`src/mmrt_pkg.sv`:
```
// Shared types and constants for the memory-map region table.
// Used by mmrt_cell and memory_map_region_table; no dependencies.
package mmrt_pkg;

    localparam int MAX_ENTRIES_DEF = 32;
    localparam int PAGE_SHIFT_DEF  = 12;

    localparam logic [31:0] TYPE_RAM      = 32'd1;
    localparam logic [31:0] TYPE_RESERVED = 32'd2;

    typedef enum logic [1:0] {
        K_ADD   = 2'd0,
        K_CARVE = 2'd1,
        K_FIND  = 2'd2,
        K_CLEAR = 2'd3
    } t_kind;

    typedef enum logic [2:0] {
        S_IDLE,
        S_SCAN,
        S_APPLY,
        S_SORT,
        S_DONE
    } t_state;

    typedef struct packed {
        logic mode_find;
        logic apply;
        logic load;
        logic sort_en;
        logic parity;
    } t_cell_ctl;

endpackage

```
`src/mmrt_cell.sv`:
```
// One table entry of the region table chain, with its search carry stage.
// Depends on mmrt_pkg; instantiated in a row by memory_map_region_table.
module mmrt_cell import mmrt_pkg::*; #(
    parameter int IDX        = 0,
    parameter int CW         = 6,
    parameter int PAGE_SHIFT = PAGE_SHIFT_DEF
) (
    input  logic          i_clk,
    input  logic          i_rst_n,
    input  t_cell_ctl     i_ctl,
    input  logic [CW-1:0] i_count,
    input  logic [63:0]   i_sp,
    input  logic [63:0]   i_ep,
    input  logic [63:0]   i_lo,
    input  logic [63:0]   i_rlo,
    input  logic [63:0]   i_rhi,
    input  logic [63:0]   i_lo_rsz,
    input  logic [31:0]   i_rsz,
    input  logic [63:0]   i_ld_base,
    input  logic [63:0]   i_ld_len,
    input  logic [31:0]   i_ld_type,
    input  logic [63:0]   i_up_base,
    input  logic [63:0]   i_up_len,
    input  logic [31:0]   i_up_type,
    input  logic [63:0]   i_dn_base,
    input  logic [63:0]   i_dn_len,
    input  logic [31:0]   i_dn_type,
    input  logic          i_dn_swap,
    input  logic          i_dn_cv,
    input  logic [63:0]   i_dn_cval,
    output logic [63:0]   o_base,
    output logic [63:0]   o_len,
    output logic [31:0]   o_type,
    output logic          o_swap,
    output logic          o_cv,
    output logic [63:0]   o_cval
);

    localparam logic [63:0]   PMASK  = (64'd1 << PAGE_SHIFT) - 64'd1;
    localparam logic [CW-1:0] MY_IDX = CW'(IDX);
    localparam logic [CW:0]   UP_IDX = (CW+1)'(IDX + 1);
    localparam logic          PAR    = ((IDX % 2) == 1);

    logic [63:0] r_base, r_len, n_base, n_len;
    logic [31:0] r_type, n_type;
    logic [63:0] r_s, r_ee;
    logic        r_hit;
    logic [63:0] r_hval;
    logic        r_cv;
    logic [63:0] r_cval;

    logic        live, up_live, swap_up;
    logic [63:0] e, span, top, rsz64, faddr;
    logic        fhit, touch, split;

    assign live    = MY_IDX < i_count;
    assign up_live = UP_IDX < {1'b0, i_count};
    assign rsz64   = {32'd0, i_rsz};

    always_comb begin
        e     = r_ee & ~PMASK;
        span  = (e > r_s) ? (e - r_s) : 64'd0;
        top   = (e < i_rhi) ? e : i_rhi;
        faddr = (e > i_rhi) ? (i_rhi - rsz64) : (e - rsz64);
        fhit  = live && (r_type == TYPE_RAM) && (span >= rsz64) && (e > i_rlo)
                && (r_s < i_rhi)
                && (((r_s >= i_lo) && (r_s + rsz64 <= top))
                    || ((r_s < i_lo) && (i_lo_rsz <= top)));
        touch = live && (r_type == TYPE_RAM) && (r_ee > i_sp) && (r_base < i_ep);
        split = touch && (r_base < i_sp) && (r_ee > i_ep);
    end

    assign swap_up = i_ctl.sort_en && (PAR == i_ctl.parity) && up_live
                     && (r_base > i_up_base);

    always_comb begin
        n_base = r_base;
        n_len  = r_len;
        n_type = r_type;
        priority if (i_ctl.apply && touch) begin
            priority if (r_base < i_sp) begin
                n_len = i_sp - r_base;
            end else if (r_ee <= i_ep) begin
                n_type = TYPE_RESERVED;
            end else begin
                n_base = i_ep;
                n_len  = r_ee - i_ep;
            end
        end else if (i_ctl.load && (i_count == MY_IDX)) begin
            n_base = i_ld_base;
            n_len  = i_ld_len;
            n_type = i_ld_type;
        end else if (swap_up) begin
            n_base = i_up_base;
            n_len  = i_up_len;
            n_type = i_up_type;
        end else if (i_dn_swap) begin
            n_base = i_dn_base;
            n_len  = i_dn_len;
            n_type = i_dn_type;
        end
    end

    always_ff @(posedge i_clk) begin
        r_base <= n_base;
        r_len  <= n_len;
        r_type <= n_type;
        r_s    <= (r_base + PMASK) & ~PMASK;
        r_ee   <= r_base + r_len;
        r_hval <= i_ctl.mode_find ? faddr : r_ee;
        r_cval <= r_hit ? r_hval : i_dn_cval;
    end

    always_ff @(posedge i_clk) begin
        if (!i_rst_n) begin
            r_hit <= 1'b0;
            r_cv  <= 1'b0;
        end else begin
            r_hit <= i_ctl.mode_find ? fhit : split;
            r_cv  <= r_hit | i_dn_cv;
        end
    end

    assign o_base = r_base;
    assign o_len  = r_len;
    assign o_type = r_type;
    assign o_swap = swap_up;
    assign o_cv   = r_cv;
    assign o_cval = r_cval;

endmodule

```
`config.mk`:
```
export PLATFORM = sky130hd
export DESIGN_NAME = mmrt_cell
export DESIGN_NICKNAME = d
export VERILOG_FILES = /design/src/mmrt_pkg.sv /design/src/mmrt_cell.sv
export SDC_FILE = /design/constraint.sdc
export NUM_CORES = 2
export LEC_CHECK = 0
export BUFFER_PORTS_ARGS = -buffer_cell sky130_fd_sc_hd__buf_4
export CORE_AREA = 2 2 464 466
export DETAILED_ROUTE_END_ITERATION = 7
export DIE_AREA = 0 0 466 468
export PLACE_DENSITY = 0.41
export RECOVER_POWER = 100
export SLEW_MARGIN = 20
export SYNTH_ARGS = -nofsm -noshare
export SYNTH_HDL_FRONTEND = slang
export SYNTH_SLANG_ARGS = --single-unit
```
`constraint.sdc`:
```
create_clock -name i_clk -period 6.7 [get_ports i_clk]
set_clock_uncertainty 0.05 [all_clocks]
set_input_delay 0.67 -clock i_clk [delete_from_list [all_inputs] [get_ports i_clk]]
set_output_delay 0.67 -clock i_clk [all_outputs]
set_load 0.03 [all_outputs]
```
# Yosys cells after proc, flatten, opt, wreduce, memory -nomap -nowiden
# Index checks and enable logic that the tools add are counted.
totals:
  ff_bits: 406
  latch_bits: 0
  ramBits: 0
  rom_bits: 0
  inputBits: 975
  out_inout_bits: 226
  wordCells: 88
  n_memories: 0
classes:
  n_addsub: 8
  multipliers: 0
  n_div: 0
  order_cmp: 18
  n_eq_ne: 5
  shift: 0
  n_mux: 24
  bitwise_logic: 2
  reduce_logical: 22
ops:
  columns: ["cell", "count"]
  rows:
  - ["2-to-1 mux 64 bit", 17]
  - ["> comparator 64 bit", 6]
  - ["less-than comparator 64 bit", 5]
  - ["less-or-equal comparator 64 bit", 3]
  - ["2-to-1 mux 32 bit", 6]
  - ["subtractor 64 bit", 3]
  - ["subtractor 64 x 32 -> 64 bit", 2]
  - ["adder 64 x 12 -> 64 bit (second input constant)", 1]
  - ["adder 64 x 32 -> 64 bit", 1]
  - ["adder 64 bit", 1]
  - [">= comparator 64 x 32 -> 1 bit", 1]
  - [">= comparator 64 bit", 1]
  - ["== test 32 x 1 -> 1 bit (second input constant)", 1]
  - ["logical AND 1 bit", 16]
  - ["less-than comparator 1 x 6 -> 1 bit (first input constant)", 2]
  - ["zero test 6 bit", 1]
  - ["AND reduction 3 bit", 2]
  - ["inequality test 2 bit (second input constant)", 2]
  - ["nonzero test 4 bit", 1]
  - ["inequality test 3 bit (second input constant)", 1]
  - ["inequality test 2 x 1 -> 1 bit (second input constant)", 1]
  - ["AND reduction 2 bit", 1]
  - ["logical OR 1 bit", 1]
  - ["2-to-1 mux 1 bit", 1]
  - ["other kinds (2)", 2]

# Logic depth before layout (Yosys ltp)
logic_depth:
  word_depth: 8
  ltp_mapped: 32
  mapped_depth_nobuf: 29

# Least setup slack after synthesis
# Ideal clock, no wire load.
synth_path:
  kind: "input to register"
  start: "in i_rhi[61]"
  end: "reg r_hval[61]"
  setup_ns: 0.133
  arrival_ns: 6.480
  required_ns: 6.517
  path_slack_ns: 0.037
  cell_stages: 31
  path_buffers: 7
  cell_sequence: "inv_1 -> ha_1 -> and4_4 -> nand4_4 -> or3_1 -> nor3_2 -> nor4b_4 -> a21o_1 -> buf_6 -> clkbuf_8 -> clkbuf_8 -> clkbuf_8 -> clkbuf_1 -> buf_1 -> nand2_1 -> o21ai_0 -> ha_1 -> a21o_1 -> a21oi_1 -> nor2b_1 -> o41a_1 -> a221o_1 -> a21oi_1 -> a211oi_1 -> o21ai_1 -> nand4_1 -> buf_2 -> a211o_1 -> or3_1 -> a31oi_1 -> a21oi_1"
synth_via:
  elab_chain_len: 3
  word_cells_on_any_way: 4
  cone_classes: "1 x add/sub; 1 x order compare; 2 x mux"
synth_lines:
  columns: ["element", "line_no", "text"]
  rows:
  - ["start, declared", "mmrt_cell.sv:16", "input logic [63:0] i_rhi,"]
  - ["subtractor 64 x 32 -> 64 bit / > comparator 64 bit (equally long branches)", "mmrt_cell.sv:64", "faddr = (e > i_rhi) ? (i_rhi - rsz64) : (e - rsz64);"]
  - ["2-to-1 mux 64 bit *", "mmrt_cell.sv:64", null]
  - ["2-to-1 mux 64 bit *", "mmrt_cell.sv:110", "r_hval <= i_ctl.mode_find ? faddr : r_ee;"]
  - ["end signal, assigned", "mmrt_cell.sv:110", null]
  - ["end, declared", "mmrt_cell.sv:48", "logic [63:0] r_hval;"]
# Every way passes the cells marked *; elsewhere a longest branch is shown, timed or not.
# A chain may end at the register's enable or synchronous reset.

# Worst setup path in the final report
layout_path:
  start: "reg r_base[62] (netlist: o_base[62])"
  end: "out o_swap"
layout_via:
  elab_chain_len: 2
layout_lines:
  columns: ["element", "line_no", "text"]
  rows:
  - ["start, declared", "mmrt_cell.sv:44", "logic [63:0] r_base, r_len, n_base, n_len;"]
  - ["start signal, assigned", "mmrt_cell.sv:105", "r_base <= n_base;"]
  - ["> comparator 64 bit", "mmrt_cell.sv:74", "&& (r_base > i_up_base);"]
  - ["logical AND 1 bit", "mmrt_cell.sv:74", null]
  - ["end, declared", "mmrt_cell.sv:34", "output logic o_swap,"]
# Every way passes these cells.

==> flow_metrics.tcl <==
set metrics [dict create \
    synth.largest_area_cell "ha_1" \
    netlist_area_um2 50500 \
    slew_viol_final 68 \
    crit_type "flop to output pin" \
    fin_crit_ns 6.49 \
    end_kind "output pin" \
    run_status "complete, but fails checks" \
    die_h_um 468 \
    io_pins 1201 \
    avgRoutedWirePerCell_um 30.3 \
    cts_tree "yes" \
    syn_nets 8265 \
    drt-total-wl_mm 330 \
    yosysSeqAreaShare_pct 19.3 \
    violations "capacitance limit, slew limit" \
    hp-class "input pin to flop" \
    synthArstFlopShare_pct 0 \
    gr-total-overflow 0 \
    period_share_pct 96.8 \
    yosys_warnings 0 \
    die_width_um 466 \
    track_usage_pct 28.9 \
    finalHoldViolations 0 \
    worst_setup_path_start_kind "flop" \
    clock.fmax_mhz 154 \
    ir_drop_mv 0.253 \
    core_area_um2 213000 \
    synth-main-ff-cell "dfxtp_1" \
    leakagePower_nw 31.9 \
    grt_pass1_wl_mm 441 \
    antenna_found_initial 116 \
    area_growth_pct 33.3 \
    maxCapViolCount 2 \
    synth.avg_cell_area_um2 7.84 \
    num_vias 56400 \
    globalplace.congestion 0.985 \
    powerDensity_nw_per_um2 302 \
    drive_gt1_share_pct 21.5 \
    hpwl_mm 290 \
    grt_pass1_vias 55700 \
    slew_headroom_pct -83.5 \
    synth_edf_count 160 \
    worst_pin_slew_ns 2.75 \
    grt_max_degree 115 \
    synth.distinct_cells 97 \
    synth_area_leaders "ha_1 21%, dfxtp_1 9.7%, edfxtp_1 9.5%" \
    cp.arrival_ns 5.77 \
    fillers 23300 \
    cts_buffers 58 \
    die_area_um2 218000 \
    placedCellCount 10700 \
    synth_most_common_cell "ha_1" \
    first_iter_violations 4438 \
    synthCells 6442 \
    worstPathRequired_ns 5.98 \
    clk_transition_reported_paths_ns 0.08 \
    synth_top_area_share_pct 20.8 \
    total_power_w 0.0203 \
    io_buffers 1200 \
    yosys-top-cells-count "842 x ha_1, 603 x inv_1, 599 x a21oi_1" \
    path_max_fanout 38 \
    row_count 170 \
    drc 0 \
    synth-seq-cells 406 \
    hold_buffers 0 \
    clk-insertion-delay-late_ns 0.74 \
    fin_cells 10900 \
    htree_levels 2 \
    root_buffer "clkbuf_16" \
    ant_nets 0 \
    nets 9787 \
    start_util_pct 23.7 \
    avgViaCountPerCell 5.17 \
    dr.pass1.iters 7 \
    finalSetupViolCount 0 \
    cts.sinks 406 \
    rsz0062_at_grt "no" \
    clk_path_buf_depth 3 \
]
per-layer routing:
layer	track usage, %	part of all wire, %	vias to the layer above	routed length [um]
met5	0	0.057	-	188
met4	13.1	5.3	30	17400
met3	3.69	5.3	447	17400
met2	48.2	46	2082	153000
met1	37.1	43	27200	143000
li1	-	-	26600	-
logic make-up after synthesis:
family / count (synthesis) / share of synthesized area, %
buf+inv: 834 / 6.35
simple gates: 1782 / 17.2
fa+ha+maj: 848 / 21.1
xor+xnor: 338 / 5.86
flops: 406 / 19.3
mux: 286 / 5.91
compound gates: 1948 / 24.3
layout make-up:
cell class / instances / area [um2] / share of cell area (%)
Multi-Input combinational cell: 5202 / 37700 / 55.9
Inverter: 603 / 2260 / 3.36
Tap cell: 2838 / 3550 / 5.27
Antenna cell: 44 / 110 / 0.163
Clock buffer: 70 / 1630 / 2.42
Clock inverter: 40 / 472 / 0.700
Timing Repair Buffer: 1693 / 11900 / 17.7
Sequential cell: 406 / 9730 / 14.5
power by group:
group / leakage [nW] / internal [W] / switching [W]
clock network: 1.02 / 0.00205 / 0.00147
registers: 3.65 / 0.00309 / 0.000675
logic: 27.2 / 0.00520 / 0.00784
total: 31.9 / 0.0103 / 0.00998
worst max-delay path: stages (launching register included):
cell      delay [ns]
edfxtp_1        0.32
clkbuf_1        0.63
ha_1            0.39
nand4_1         0.22
nor2_1          0.11
nand3_1         0.16
nor3_1          0.12
nand2_1         0.49
nor4_1          0.19
buf_4           0.19
nor4b_1         0.49
nor2b_1         0.20
a22o_2          1.11
buf_4           0.33
path summary, 6_finish.rpt:
path / from / to / slack (ns) / cells after the start
setup / recovery: o_base[62]$_DFFE_PP_ / o_swap / 0.21 / 13
hold / removal: i_dn_cval[31] / o_cval[31]$_DFF_P_ / 0.12 / 2
setup reg to reg: o_base[62]$_DFFE_PP_ / o_len[20]$_DFFE_PP_ / 0.22 / 17
hold reg to reg: r_hval[24]$_DFF_P_ / o_cval[24]$_DFF_P_ / 0.40 / 1
state kept, by name, summed over array words and instances, names as in the netlist, 32 cells and up:
signal	flops
o_base	64
o_cval	64
o_len	64
o_type	32
r_ee	64
r_hval	64
r_s	52
repair_timing:
item | CTS | global route
endpoints found under the setup margin | 5 | 18
resized for setup | 1 | 16
pin swaps | 1 | 2
setup buffers | 2 | 1
cells in the final DEF, fill, tap and decap left out, types with 13 or more instances in the layout:
| master | count |
|---|---|
| buf_4 | 1427 |
| ha_1 | 842 |
| inv_1 | 603 |
| a21oi_1 | 595 |
| nand2_1 | 482 |
| nor2_1 | 446 |
| o21ai_0 | 420 |
| a21o_1 | 291 |
| clkbuf_1 | 248 |
| xnor2_1 | 245 |
| dfxtp_1 | 243 |
| mux2i_1 | 186 |
| nand4_1 | 173 |
| o211ai_1 | 170 |
| edfxtp_1 | 160 |
| nand3_1 | 149 |
| nor3_1 | 104 |
| nor2b_1 | 100 |
| xor2_1 | 93 |
| mux2_2 | 90 |
| a211oi_1 | 75 |
| nand2b_1 | 74 |
| clkbuf_16 | 62 |
| o21a_1 | 53 |
| nor4_1 | 53 |
| o21bai_1 | 51 |
| a31oi_1 | 48 |
| and3_1 | 46 |
| diode_2 | 44 |
| o31ai_1 | 39 |
| or3_1 | 35 |
| or2_2 | 20 |
| and2_1 | 19 |
| a221o_1 | 17 |
| a211o_1 | 16 |
| a21boi_0 | 16 |
| a221oi_1 | 16 |
| and4_1 | 14 |
| o2111ai_1 | 14 |
| a2111oi_0 | 13 |
per-stage QoR:
step / hold WS, ns / instance area (um2) / setup TNS (ns) / setup slack, ns / utilization (%)
4_1_cts: 0.0327 / 68200 / 0 / 0.0595 / 32.0
3_5_place_dp: 0.390 / 66100 / -5.13 / -0.426 / 31.0
6_report: 0.117 / 67300 / 0 / 0.212 / 31.6
5_1_grt: 0.0540 / 67300 / 0 / 0.0265 / 31.6
3_3_place_gp: 0.389 / 66100 / -4.20 / -0.406 / 31.0
2_1_floorplan: 0.383 / 50500 / 0 / 0.0371 / -
Note: power is estimated with default switching activity, not from simulation.
